### src/hdl/pts_pkg.sv
// ----------------------------------------------------------------------------
// pts_pkg
// Shared types and codes for the priority task scheduler.
// ----------------------------------------------------------------------------
package pts_pkg;

    localparam int ReqW   = 3;
    localparam int PidW   = 8;
    localparam int PrioW  = 2;
    localparam int SliceW = 16;
    localparam int TickW  = 32;
    localparam int StW    = 2;
    localparam int StatW  = 2;

    localparam logic [ReqW-1:0] REQ_ADD    = 3'd0;
    localparam logic [ReqW-1:0] REQ_REMOVE = 3'd1;
    localparam logic [ReqW-1:0] REQ_TICK   = 3'd2;
    localparam logic [ReqW-1:0] REQ_YIELD  = 3'd3;
    localparam logic [ReqW-1:0] REQ_SLEEP  = 3'd4;

    localparam logic [StW-1:0] ST_READY    = 2'd0;
    localparam logic [StW-1:0] ST_RUNNING  = 2'd1;
    localparam logic [StW-1:0] ST_SLEEPING = 2'd2;

    localparam logic [StatW-1:0] STAT_OK        = 2'd0;
    localparam logic [StatW-1:0] STAT_FULL      = 2'd1;
    localparam logic [StatW-1:0] STAT_NOT_FOUND = 2'd2;

    // Packed table entry: one memory word.
    typedef struct packed {
        logic [PidW-1:0]   pid;
        logic [PrioW-1:0]  prio;
        logic [StW-1:0]    st;
        logic [SliceW-1:0] slice;
        logic [TickW-1:0]  wake;
    } entry_t;

    localparam int EntryW = $bits(entry_t);

endpackage

### src/hdl/priority_task_scheduler.sv
// ----------------------------------------------------------------------------
// priority_task_scheduler
// Strict-priority, time-slice task scheduler over a task table in RAM.
// ----------------------------------------------------------------------------
// Usage:
//   Requests enter on s_axis (tuser = req_type; tdata = pid, priority_req,
//   slice_len, now_tick, wake_tick from bit 0 up). Every request gives exactly
//   one result on m_axis (tdata = current_pid, current_valid, switched,
//   task_count, status from bit 0 up).
//   The task table lives in one single-port RAM; a sequencer walks it entry
//   by entry. One request is processed at a time.
//   Add, full table, unknown codes and tick or yield with no current task
//   go straight to the result. Sleep searches the table; remove searches it
//   and shifts the later entries down; tick and yield are paced by the
//   single RAM port (wake scan, one search pass per priority level, then
//   demote and promote writes).
//   The result sits in an output register; s_axis_tready stays low until it
//   is taken, so a stalled receiver holds the block. Reset empties the table
//   (count zero) and clears the current task; RAM content is not cleared.
// ----------------------------------------------------------------------------
module priority_task_scheduler #(
    parameter int MAX_TASKS       = 16,
    parameter int PRIORITY_LEVELS = 4
) (
    input  logic         clk,
    input  logic         rst_n,
    input  logic         s_axis_tvalid,
    output logic         s_axis_tready,
    // pid[7:0], priority_req[9:8], slice_len[25:10], now_tick[57:26],
    // wake_tick[89:58], zero fill to 96
    input  logic [95:0]  s_axis_tdata,
    // req_type[2:0]
    input  logic [2:0]   s_axis_tuser,
    output logic         m_axis_tvalid,
    input  logic         m_axis_tready,
    // current_pid[7:0], current_valid[8], switched[9], task_count[14:10],
    // status[16:15], zero fill to 24
    output logic [23:0]  m_axis_tdata
);
    import pts_pkg::*;

    localparam int AW = $clog2(MAX_TASKS);
    localparam int CW = $clog2(MAX_TASKS + 1);
    localparam int LW = (PRIORITY_LEVELS > 2) ? $clog2(PRIORITY_LEVELS) : 1;

    typedef enum logic [10:0] {
        S_IDLE   = 11'b00000000001,
        S_FIND   = 11'b00000000010,
        S_SHIFT  = 11'b00000000100,
        S_WAKE   = 11'b00000001000,
        S_PICK   = 11'b00000010000,
        S_NREAD  = 11'b00000100000,
        S_CFIND  = 11'b00001000000,
        S_DEMOTE = 11'b00010000000,
        S_PROMO  = 11'b00100000000,
        S_OUT    = 11'b01000000000,
        S_SLEEPW = 11'b10000000000
    } state_t;

    state_t state_reg, state_next;

    logic [ReqW-1:0]   req_reg, req_next;
    logic [PidW-1:0]   pid_reg, pid_next;
    logic [TickW-1:0]  now_reg, now_next;
    logic [TickW-1:0]  wake_reg, wake_next;

    logic [CW-1:0]     count_reg, count_next;
    logic [PidW-1:0]   run_pid_reg, run_pid_next;
    logic              run_valid_reg, run_valid_next;
    logic [SliceW-1:0] slice_left_reg, slice_left_next;
    logic              pend_reg, pend_next;

    // scan: addr_reg is the RAM address presented; rd_idx_reg tags rdata
    logic [CW-1:0]     addr_reg, addr_next;
    logic [CW-1:0]     rd_idx_reg, rd_idx_next;
    logic              rd_ok_reg, rd_ok_next;
    logic [LW:0]       lvl_reg, lvl_next;
    logic [AW-1:0]     pick_reg, pick_next;
    logic [AW-1:0]     cur_reg, cur_next;
    logic              cur_ok_reg, cur_ok_next;
    entry_t            hold_reg, hold_next;
    logic              sw_reg, sw_next;
    logic [StatW-1:0]  stat_reg, stat_next;
    logic              out_valid_reg, out_valid_next;
    logic [23:0]       out_data_reg, out_data_next;

    logic              we;
    logic [AW-1:0]     ram_addr;
    entry_t            wdata, rdata;

    pts_ram #(.WIDTH(EntryW), .DEPTH(MAX_TASKS)) u_ram (
        .clk   (clk),
        .we    (we),
        .addr  (ram_addr),
        .wdata (wdata),
        .rdata (rdata)
    );

    assign s_axis_tready = (state_reg == S_IDLE) && !out_valid_reg;
    assign m_axis_tvalid = out_valid_reg;
    assign m_axis_tdata  = out_data_reg;

    logic [AW-1:0] addr_cut;
    logic [AW-1:0] rd_cut;
    assign addr_cut = addr_reg[AW-1:0];
    assign rd_cut   = rd_idx_reg[AW-1:0];

    always_comb
    begin
        state_next      = state_reg;
        req_next        = req_reg;
        pid_next        = pid_reg;
        now_next        = now_reg;
        wake_next       = wake_reg;
        count_next      = count_reg;
        run_pid_next    = run_pid_reg;
        run_valid_next  = run_valid_reg;
        slice_left_next = slice_left_reg;
        pend_next       = pend_reg;
        addr_next       = addr_reg;
        rd_idx_next     = addr_reg;
        rd_ok_next      = 1'b0;
        lvl_next        = lvl_reg;
        pick_next       = pick_reg;
        cur_next        = cur_reg;
        cur_ok_next     = cur_ok_reg;
        hold_next       = hold_reg;
        sw_next         = sw_reg;
        stat_next       = stat_reg;
        out_valid_next  = out_valid_reg;
        out_data_next   = out_data_reg;
        we              = 1'b0;
        ram_addr        = addr_cut;
        wdata           = rdata;

        if (out_valid_reg && m_axis_tready)
        begin
            out_valid_next = 1'b0;
        end

        unique case (state_reg)
            S_IDLE:
            begin
                if (s_axis_tvalid && s_axis_tready)
                begin
                    req_next  = s_axis_tuser;
                    pid_next  = s_axis_tdata[7:0];
                    now_next  = s_axis_tdata[57:26];
                    wake_next = s_axis_tdata[89:58];
                    sw_next   = 1'b0;
                    stat_next = STAT_OK;
                    addr_next = '0;
                    rd_ok_next = 1'b0;
                    unique case (s_axis_tuser)
                        REQ_ADD:
                        begin
                            if (count_reg >= CW'(MAX_TASKS))
                            begin
                                stat_next  = STAT_FULL;
                                state_next = S_OUT;
                            end
                            else
                            begin
                                we             = 1'b1;
                                ram_addr       = count_reg[AW-1:0];
                                wdata.pid      = s_axis_tdata[7:0];
                                wdata.prio     = s_axis_tdata[9:8];
                                wdata.slice    = s_axis_tdata[25:10];
                                wdata.wake     = '0;
                                wdata.st       = run_valid_reg ? ST_READY : ST_RUNNING;
                                count_next     = count_reg + 1'b1;
                                if (!run_valid_reg)
                                begin
                                    run_pid_next    = s_axis_tdata[7:0];
                                    run_valid_next  = 1'b1;
                                    slice_left_next = s_axis_tdata[25:10];
                                    sw_next         = 1'b1;
                                end
                                state_next = S_OUT;
                            end
                        end
                        REQ_REMOVE, REQ_SLEEP:
                        begin
                            state_next = S_FIND;
                        end
                        REQ_TICK, REQ_YIELD:
                        begin
                            if (s_axis_tuser == REQ_YIELD)
                            begin
                                pend_next = 1'b1;
                            end
                            state_next = run_valid_reg ? S_WAKE : S_OUT;
                        end
                        default:
                        begin
                            state_next = S_OUT;
                        end
                    endcase
                end
            end

            // Walk entries: issue read at addr_reg, check rdata of rd_idx_reg.
            S_FIND:
            begin
                rd_ok_next = addr_reg < count_reg;
                addr_next  = addr_reg + 1'b1;
                if (rd_ok_reg && rdata.pid == pid_reg)
                begin
                    if (req_reg == REQ_SLEEP)
                    begin
                        we         = 1'b1;
                        ram_addr   = rd_cut;
                        wdata.st   = ST_SLEEPING;
                        wdata.wake = wake_reg;
                        state_next = S_OUT;
                    end
                    else
                    begin
                        // shift: read i+1, write i
                        pick_next  = rd_cut;
                        addr_next  = rd_idx_reg + 1'b1;
                        rd_ok_next = 1'b0;
                        state_next = S_SHIFT;
                    end
                end
                else if (addr_reg > count_reg)
                begin
                    stat_next  = STAT_NOT_FOUND;
                    state_next = S_OUT;
                end
            end

            S_SHIFT:
            begin
                // addr_reg = pick+1; read it, then write to pick next cycle
                if (!rd_ok_reg)
                begin
                    if (addr_reg >= count_reg || addr_reg >= CW'(MAX_TASKS))
                    begin
                        count_next = count_reg - 1'b1;
                        state_next = S_OUT;
                    end
                    else
                    begin
                        rd_ok_next = 1'b1;
                    end
                end
                else
                begin
                    we         = 1'b1;
                    ram_addr   = pick_reg;
                    wdata      = rdata;
                    pick_next  = pick_reg + 1'b1;
                    addr_next  = addr_reg + 1'b1;
                    rd_ok_next = 1'b0;
                end
            end

            // Wake scan: read i, write back next cycle if it wakes.
            S_WAKE:
            begin
                if (rd_ok_reg)
                begin
                    if (rdata.st == ST_SLEEPING && now_reg >= rdata.wake)
                    begin
                        we       = 1'b1;
                        ram_addr = rd_cut;
                        wdata.st = ST_READY;
                    end
                    rd_ok_next = 1'b0;
                    addr_next  = rd_idx_reg + 1'b1;
                end
                else if (addr_reg < count_reg)
                begin
                    rd_ok_next = 1'b1;
                end
                else
                begin
                    addr_next = '0;
                    if (run_pid_reg == '0)
                    begin
                        state_next = S_PICK;
                    end
                    else
                    begin
                        if (slice_left_reg > 1'b0)
                        begin
                            slice_left_next = slice_left_reg - 1'b1;
                        end
                        if (slice_left_reg <= SliceW'(1) || pend_reg)
                        begin
                            pend_next  = 1'b0;
                            state_next = S_PICK;
                        end
                        else
                        begin
                            state_next = S_OUT;
                        end
                    end
                    lvl_next  = (LW+1)'(PRIORITY_LEVELS - 1);
                    pick_next = '0;
                    if (count_reg == '0)
                    begin
                        state_next = S_OUT;
                    end
                end
            end

            // One pass per level, from the highest down; entry 0 if none is ready or the table holds one task.
            S_PICK:
            begin
                rd_ok_next = addr_reg < count_reg;
                addr_next  = addr_reg + 1'b1;
                if (count_reg <= CW'(1))
                begin
                    pick_next  = '0;
                    addr_next  = '0;
                    state_next = S_NREAD;
                end
                else if (rd_ok_reg && rdata.st == ST_READY
                         && rdata.prio == PrioW'(lvl_reg))
                begin
                    pick_next  = rd_cut;
                    addr_next  = CW'(rd_cut);
                    state_next = S_NREAD;
                end
                else if (addr_reg > count_reg)
                begin
                    addr_next  = '0;
                    rd_ok_next = 1'b0;
                    if (lvl_reg == '0)
                    begin
                        pick_next  = '0;
                        state_next = S_NREAD;
                    end
                    else
                    begin
                        lvl_next = lvl_reg - 1'b1;
                    end
                end
            end

            S_NREAD:
            begin
                // address = pick; rdata valid next cycle
                ram_addr   = pick_reg;
                rd_ok_next = 1'b1;
                if (rd_ok_reg && rd_idx_reg == CW'(pick_reg))
                begin
                    hold_next = rdata;
                    if (run_valid_reg && rdata.pid == run_pid_reg)
                    begin
                        state_next = S_OUT;
                    end
                    else
                    begin
                        addr_next   = '0;
                        rd_ok_next  = 1'b0;
                        cur_ok_next = 1'b0;
                        state_next  = S_CFIND;
                    end
                end
                else
                begin
                    rd_idx_next = CW'(pick_reg);
                end
            end

            S_CFIND:
            begin
                rd_ok_next = addr_reg < count_reg;
                addr_next  = addr_reg + 1'b1;
                if (rd_ok_reg && rdata.pid == run_pid_reg)
                begin
                    cur_next    = rd_cut;
                    cur_ok_next = rdata.st == ST_RUNNING;
                    state_next  = S_DEMOTE;
                end
                else if (addr_reg > count_reg)
                begin
                    state_next = S_PROMO;
                end
            end

            S_DEMOTE:
            begin
                if (cur_ok_reg)
                begin
                    // re-read entry cur; written back in the next state
                    ram_addr = cur_reg;
                end
                state_next = S_SLEEPW;
            end

            S_SLEEPW:
            begin
                ram_addr = cur_reg;
                if (cur_ok_reg)
                begin
                    we       = 1'b1;
                    wdata.st = ST_READY;
                end
                state_next = S_PROMO;
            end

            S_PROMO:
            begin
                we              = 1'b1;
                ram_addr        = pick_reg;
                wdata           = hold_reg;
                wdata.st        = ST_RUNNING;
                slice_left_next = hold_reg.slice;
                run_pid_next    = hold_reg.pid;
                run_valid_next  = 1'b1;
                sw_next         = 1'b1;
                state_next      = S_OUT;
            end

            S_OUT:
            begin
                out_valid_next = 1'b1;
                out_data_next  = {7'd0, stat_reg, 5'(count_reg), sw_reg, run_valid_reg,
                                  run_valid_reg ? run_pid_reg : 8'd0};
                state_next     = S_IDLE;
            end

            default:
            begin
                state_next = S_IDLE;
            end
        endcase
    end

    always_ff @(posedge clk or negedge rst_n)
    begin
        if (!rst_n)
        begin
            state_reg      <= S_IDLE;
            count_reg      <= '0;
            run_pid_reg    <= '0;
            run_valid_reg  <= 1'b0;
            slice_left_reg <= '0;
            pend_reg       <= 1'b0;
            out_valid_reg  <= 1'b0;
            rd_ok_reg      <= 1'b0;
        end
        else
        begin
            state_reg      <= state_next;
            count_reg      <= count_next;
            run_pid_reg    <= run_pid_next;
            run_valid_reg  <= run_valid_next;
            slice_left_reg <= slice_left_next;
            pend_reg       <= pend_next;
            out_valid_reg  <= out_valid_next;
            rd_ok_reg      <= rd_ok_next;
        end
    end

    always_ff @(posedge clk)
    begin
        req_reg      <= req_next;
        pid_reg      <= pid_next;
        now_reg      <= now_next;
        wake_reg     <= wake_next;
        addr_reg     <= addr_next;
        rd_idx_reg   <= rd_idx_next;
        lvl_reg      <= lvl_next;
        pick_reg     <= pick_next;
        cur_reg      <= cur_next;
        cur_ok_reg   <= cur_ok_next;
        hold_reg     <= hold_next;
        sw_reg       <= sw_next;
        stat_reg     <= stat_next;
        out_data_reg <= out_data_next;
    end

    a_count_range: assert property (@(posedge clk) disable iff (!rst_n)
        count_reg <= CW'(MAX_TASKS))
        else $error("task count above capacity");

    a_no_accept_busy: assert property (@(posedge clk) disable iff (!rst_n)
        out_valid_reg && !m_axis_tready |=> out_valid_reg && $stable(out_data_reg))
        else $error("result lost under stall");

    a_switch_valid: assert property (@(posedge clk) disable iff (!rst_n)
        state_reg == S_PROMO |=> run_valid_reg)
        else $error("switch without current task");

endmodule

### src/hdl/pts_ram.sv
// ----------------------------------------------------------------------------
// pts_ram
// Generic single-port RAM, one address per cycle, registered read (a write returns the old word).
// ----------------------------------------------------------------------------
module pts_ram #(
    parameter int WIDTH = 8,
    parameter int DEPTH = 16
) (
    input  logic                     clk,
    input  logic                     we,
    input  logic [$clog2(DEPTH)-1:0] addr,
    input  logic [WIDTH-1:0]         wdata,
    output logic [WIDTH-1:0]         rdata
);

    logic [WIDTH-1:0] mem [DEPTH];

    always_ff @(posedge clk)
    begin
        if (we)
        begin
            mem[addr] <= wdata;
        end
        rdata <= mem[addr];
    end

endmodule

### config.mk
export PLATFORM = sky130hd
export DESIGN_NAME = priority_task_scheduler
export DESIGN_NICKNAME = d
export VERILOG_FILES = /design/src/hdl/pts_pkg.sv /design/src/hdl/priority_task_scheduler.sv /design/src/hdl/pts_ram.sv
export SDC_FILE = /design/constraint.sdc
export NUM_CORES = 2
export LEC_CHECK = 0
export BUFFER_PORTS_ARGS = -buffer_cell sky130_fd_sc_hd__buf_2
export CAP_MARGIN = 20
export CORE_UTILIZATION = 30
export CTS_BUF_LIST = sky130_fd_sc_hd__clkbuf_16
export DETAILED_ROUTE_END_ITERATION = 7
export REMOVE_ABC_BUFFERS = 1
export SLEW_MARGIN = 15
export SYNTH_ARGS = -nofsm -noshare
export SYNTH_HDL_FRONTEND = slang
export SYNTH_SLANG_ARGS = --single-unit
### constraint.sdc
create_clock -name clk -period 7 [get_ports clk]
set_clock_uncertainty 0.1 [all_clocks]
set_input_delay 1.4 -clock clk [delete_from_list [all_inputs] [get_ports clk]]
set_output_delay 1.4 -clock clk [all_outputs]
set_load 0.05 [all_outputs]
After elaboration in Yosys (flattened, before gate mapping)
Memories as Yosys holds them, arrays and structs flattened. A register that Yosys moved wholly into a read port is not among the register bits. Cells that the tools add are included.

Multiplexer cells: 151. Magnitude comparators: 9. Equal/unequal tests: 52. Reduce and logical (&&, ||, !) cells: 46. Add/sub/neg operators: 7.

Operator list (number): 60-bit two-way mux (3); 11-bit two-way mux (15); 16-bit two-way mux (8); 11-bit one-hot mux with 10 select lines (1); 32-bit one-hot mux with 3 select lines (1); 5-bit two-way mux (18); 4-bit two-way mux (18); 32-bit two-way mux (2); 10-bit two-way mux (5); 16-bit one-hot mux with 3 select lines (1); 1-bit two-way mux (44); 2-bit inequality test, second input constant (21); 10-bit one-hot mux with 2 select lines (2); 5-bit one-hot mux with 7 select lines (1); 32-bit >= comparator (1); 8-bit two-way mux (4); 16-bit one-hot mux with 2 select lines (1); 4-bit one-hot mux with 7 select lines (1); 3-bit two-way mux (6); 8-bit equality test (2); 16-bit by 1-bit > comparator with 1-bit output, second input constant (1); 16-bit by 1-bit less-or-equal comparator with 1-bit output, second input constant (1); 2-bit two-way mux (8); 4-bit one-hot mux with 4 select lines (1); 58 further kinds (99).

Output and inout bits: 26. Input port bits: 103. Logic and storage cells: 292. Memories: 1. Register bits after elaboration: 219. RAM bits: 960.

Memories: u_ram.mem (words 16, width 60, rd ports 1, clocked after memory_dff 1, write ports 1, RTL line pts_ram.sv:16) `logic [WIDTH-1:0] mem [DEPTH];`.

Logic depth before layout (Yosys ltp)
Word-level depth: 8. Mapped depth: 15.

Hierarchy
A second synthesis with hierarchy kept.

Cells, all modules: 2598. Area total of the unflattened synthesis: 48302.6 um^2.

Modules (own cells, without submodules): pts_ram (sequential area each 30028.8 um^2, cells an instance 1549, area an instance 37106.8 um^2, instances 1); priority_task_scheduler (sequential area each 6307.3 um^2, cells an instance 1049, area an instance 11195.7 um^2, instances 1).

Worst setup path before layout
Ideal clock, no wire load.

Path kind: input -> register. Start: in s_axis_tuser[1]. End: mem u_ram.mem[0][0] (netlist name) (enable). Data required time: 6422 ps. Buffers on the path: 2. Library setup time: 478 ps. Data arrival time: 6120 ps. Setup slack: 302 ps. Stages on the path: 10. Path through: or4_1 > nor2_1 > nor2_1 > nor4_2 > o21ai_1 > a211oi_2 > buf_2 > buf_4 > nand3b_1 > nor2_1.

Cells in the longest elaborated chain, start to end: 6. Elaborated cells between the ends (all ways): 9.

Ends and longest elaborated chain: start, declared (RTL line priority_task_scheduler.sv:33) `input logic [2:0] s_axis_tuser,`; 3-bit zero test (*) (RTL line priority_task_scheduler.sv:154) `unique case (s_axis_tuser)`; 1-bit two-way mux (RTL line priority_task_scheduler.sv:154); 1-bit two-way mux (RTL line priority_task_scheduler.sv:144) `if (s_axis_tvalid && s_axis_tready)`; 1-bit one-hot mux with 6 select lines (RTL line priority_task_scheduler.sv:141) `unique case (state_reg)`; 1-bit two-way mux (RTL line pts_ram.sv:20) `if (we)`; 1-bit two-way mux (not written as such) (RTL line pts_ram.sv:22) `mem[addr] <= wdata;`; end, declared (RTL line pts_ram.sv:16).

Mark *: on every way between the ends. The rest lies on a longest branch, timed or not.

Worst setup path after layout
Start: reg u_ram.rdata[14], read port of u_ram.mem. End: reg u_ram.rdata[5], read port of u_ram.mem.

Cells in the longest elaborated chain, start to end: 5.

Ends and longest elaborated chain: start, declared (RTL line pts_ram.sv:13) `output logic [WIDTH-1:0] rdata`; 32-bit >= comparator (RTL line priority_task_scheduler.sv:264) `if (rdata.st == ST_SLEEPING && now_reg >= rdata.wake)`; 1-bit logical AND (RTL line priority_task_scheduler.sv:264); 4-bit two-way mux (RTL line priority_task_scheduler.sv:264); 4-bit two-way mux (RTL line priority_task_scheduler.sv:262) `if (rd_ok_reg)`; 4-bit one-hot mux with 7 select lines (RTL line priority_task_scheduler.sv:141).

No other way between the ends. A chain may end at the register's enable or synchronous reset.

==> flow_summary.json <==
{
  "place_congestion": 0.849,
  "antenna_found_initial": 13,
  "cap_violations": 0,
  "die_x_um": 408,
  "core_area_um2": 163000,
  "drt_iter0_drc": 2799,
  "ys_types": 74,
  "cts_hold_buffers": 0,
  "start_kind": "flip-flop",
  "timing.final.max_slew_violations": 0,
  "reg2reg_from": "u_ram.rdata[14]",
  "r2r_slack_ps": 1570,
  "tritoncts": "done",
  "post_dp_cell_area_um2": 53300,
  "hold-worst-slack_ps": 323,
  "track_usage_pct": 14.8,
  "final_area_um2": 57200,
  "port_buffers": 115,
  "crit_chain": "inv_1, ha_1, nand4_1, nor3_1, o311ai_0, o211ai_1, a31o_2, o21ai_1, a211oi_4, buf_12, buf_12, mux2_2, a22oi_1, nand4_1",
  "syn-instance-count": 2988,
  "finalPower_w": 0.0255,
  "hold_depth": 0,
  "route.detailed.drc": 0,
  "leakagePower_nw": 19.6,
  "pin_count": 129,
  "area_delta_synth_final_pct": 15.7,
  "synth-async-reset-ratio_pct": 3.55,
  "seq_area_um2": 36300,
  "cts_max_level": 3,
  "num_rows": 148,
  "hp-class": "flip-flop to flip-flop",
  "fin_crit_ps": 5430,
  "worstPathRequired_ps": 7500,
  "clock-sinks": 1239,
  "overflow": 0,
  "initial_core_util_pct": 30.3,
  "worstSetupPathType": "flip-flop to flip-flop",
  "final_antenna_net_count": 0,
  "yosysWarnings": 0,
  "cts_buffers": 116,
  "reg2reg_to": "u_ram.rdata[5]",
  "setup_viol": 0,
  "status": "completed",
  "cts_setup_buffers": 0,
  "synthDominantCellAreaShare_pct": 68.6,
  "instances_no_fill": 5436,
  "grt_first_pass_wirelength_um": 183000,
  "grt_max_degree": 125,
  "max_slew_margin_pct": 26.5,
  "rsz0062_at_grt": "false",
  "crit_fanout": 124,
  "n_fill_cell": 15500,
  "wl_per_cell_um": 23.3,
  "hold_viol": 0,
  "cts_root_buf": "clkbuf_16",
  "min_from": "sw_reg",
  "cp_top_family": "compound AO/OA/AOI/OAI gates",
  "yosysSeqAreaShare_pct": 73.4,
  "intPower_w": 0.0168,
  "firstDrtPassIters": 5,
  "cp.depth": 14,
  "clock_path_buffers": 3,
  "ir_drop_mv": 0.472,
  "final_nets": 3307,
  "power_switching_w": 0.00877,
  "timing.setup.tns_ps": 0,
  "synthTopCellsByArea": "edfxtp_1 69%, mux2_2 5.1%, a22oi_1 3.5%",
  "p_per_area_nw_per_um2": 446,
  "combPwrFrac_pct": 33.4,
  "vias": 27200,
  "synth_area_um2": 49500,
  "syn-mean-instance-area_um2": 16.6,
  "path_buf_inv": 3,
  "sequentialPowerShare_pct": 41.3,
  "worstPathArrival_ps": 5930,
  "timing.final.crit_share_pct": 77.6,
  "power.share.switching_pct": 34.4,
  "largest_register_ffs": 960,
  "clk_latency_ps": 740,
  "hpwl_um": 70400,
  "crit_path_top_delay_cell": "buf_12",
  "cts_resized": 0,
  "ys_ff_latch": 1239,
  "multi_input_area_um2": 12400,
  "path_clk_slew_ps": 70,
  "maxClockFrequency_ghz": 0.184,
  "synth_edf_count": 1130,
  "drive_gt1_share_pct": 20.5,
  "synth_area_leader_cell": "edfxtp_1",
  "endpoint_kind": "flip-flop",
  "ys.flop_type": "edfxtp_1",
  "worstMarginPinSlew_ps": 1100,
  "clockPowerShare_pct": 25.4,
  "die_area_um2": 167000,
  "wl_um": 127000,
  "worstRegToRegCells": 14,
  "dp_cells": 5213,
  "slowest_delay_ps": 570,
  "grt_pass1_vias": 26700,
  "dieHeight_um": 408,
  "hold_end": "m_axis_tdata[9]",
  "via_per_inst": 5.01
}
-- metrics by stage --
| stage | setup WS, ps | utilization, % |
|---|---|---|
| finish | 1570 | 35.0 |
| global route | 1350 | 35.0 |
| CTS | 1580 | 35.0 |
| detailed placement | 1210 | 32.6 |
| global placement | 1230 | 32.6 |
| floorplan | -23120 | - |
-- cells in the final DEF, fill, tap and decap left out, types with 71 or more instances in the layout --
| cell type | synthesis | layout |
|---|---|---|
| clkbuf_16 | 0 | 118 |
| nand2_1 | 160 | 160 |
| nand4_1 | 71 | 71 |
| inv_1 | 57 | 75 |
| buf_2 | 46 | 116 |
| mux2i_1 | 121 | 121 |
| mux2_1 | 138 | 138 |
| edfxtp_1 | 1130 | 1130 |
| mux2_2 | 226 | 226 |
| a22oi_1 | 228 | 228 |
-- worst reg2reg max path: cells and delay by family, from the launching register on --
kind | cells | cell delay, ps
compound gates | 6 | 1950
fa+ha+maj | 1 | 350
buf+inv | 3 | 1100
flops | 1 | 390
mux | 1 | 550
simple gates | 3 | 860
-- metal layers --
layer	share of wire [%]	vias up	GRT usage [%]	routed length (µm)
met5	0.030	-	0	38
met4	2.3	4	3.73	2900
met3	6.4	196	2.99	8130
met2	46	934	23.2	57900
met1	46	13900	20.9	57700
li1	-	12200	-	-
-- cell usage after synthesis, drive strengths merged (58+ instances only) --
library cell	count
edfxtp	1130
nand4	71
clkbuf	95
a22oi	228
mux2	364
o22a	60
o21ai	64
buf	67
inv	58
mux2i	121
nor2	69
nand2	160
dfxtp	65
-- cell families after synthesis --
kind of cell	count (synthesis)	share of synthesized area, %
AOI/OAI and AO/OA	492	7.29
xor gates and xnor gates	40	0.708
adders and majority gates	47	1.19
buffers and inverters	221	1.92
DFF	1239	73.4
muxes	485	10.7
other	1	0.00758
and+or+nand+nor	463	4.72
-- power by group through the flow --
| stage | clock network, W | logic, W | registers [W] |
|---|---|---|---|
| 6_report | 0.00647 | 0.00852 | 0.0105 |
| 5_1_grt | 0.00687 | 0.00918 | 0.0106 |
| 4_1_cts | 0.00659 | 0.00850 | 0.0105 |
| 3_5_place_dp | 0 | 0.00845 | 0.0107 |
| 3_3_place_gp | 0 | 0.00835 | 0.0107 |
| 2_1_floorplan | 0 | 0.00459 | 0.0105 |
-- worst max-delay path by stage --
stage	to	start	slack, ps
after floorplan	u_ram.mem[0][0]	s_axis_tuser[1]	-23120
after global placement	u_ram.rdata[5]	s_axis_tuser[1]	1230
after detailed placement	u_ram.rdata[5]	s_axis_tuser[1]	1210
after CTS	u_ram.rdata[5]	u_ram.rdata[14]	1580
after global routing	u_ram.rdata[5]	u_ram.rdata[14]	1350
final	u_ram.rdata[5]	u_ram.rdata[14]	1570
-- cell type report --
cell class              count  area share (%)
multi-input cells        1534            21.7
repair buffers            207            2.78
clock buffers             118            5.16
well taps                2175            4.75
clock inverters           102            1.70
diodes                      2         0.00874
inverters                  59           0.387
flip-flops and latches   1239            63.5
No activity file was read; power rests on OpenSTA's default activity.
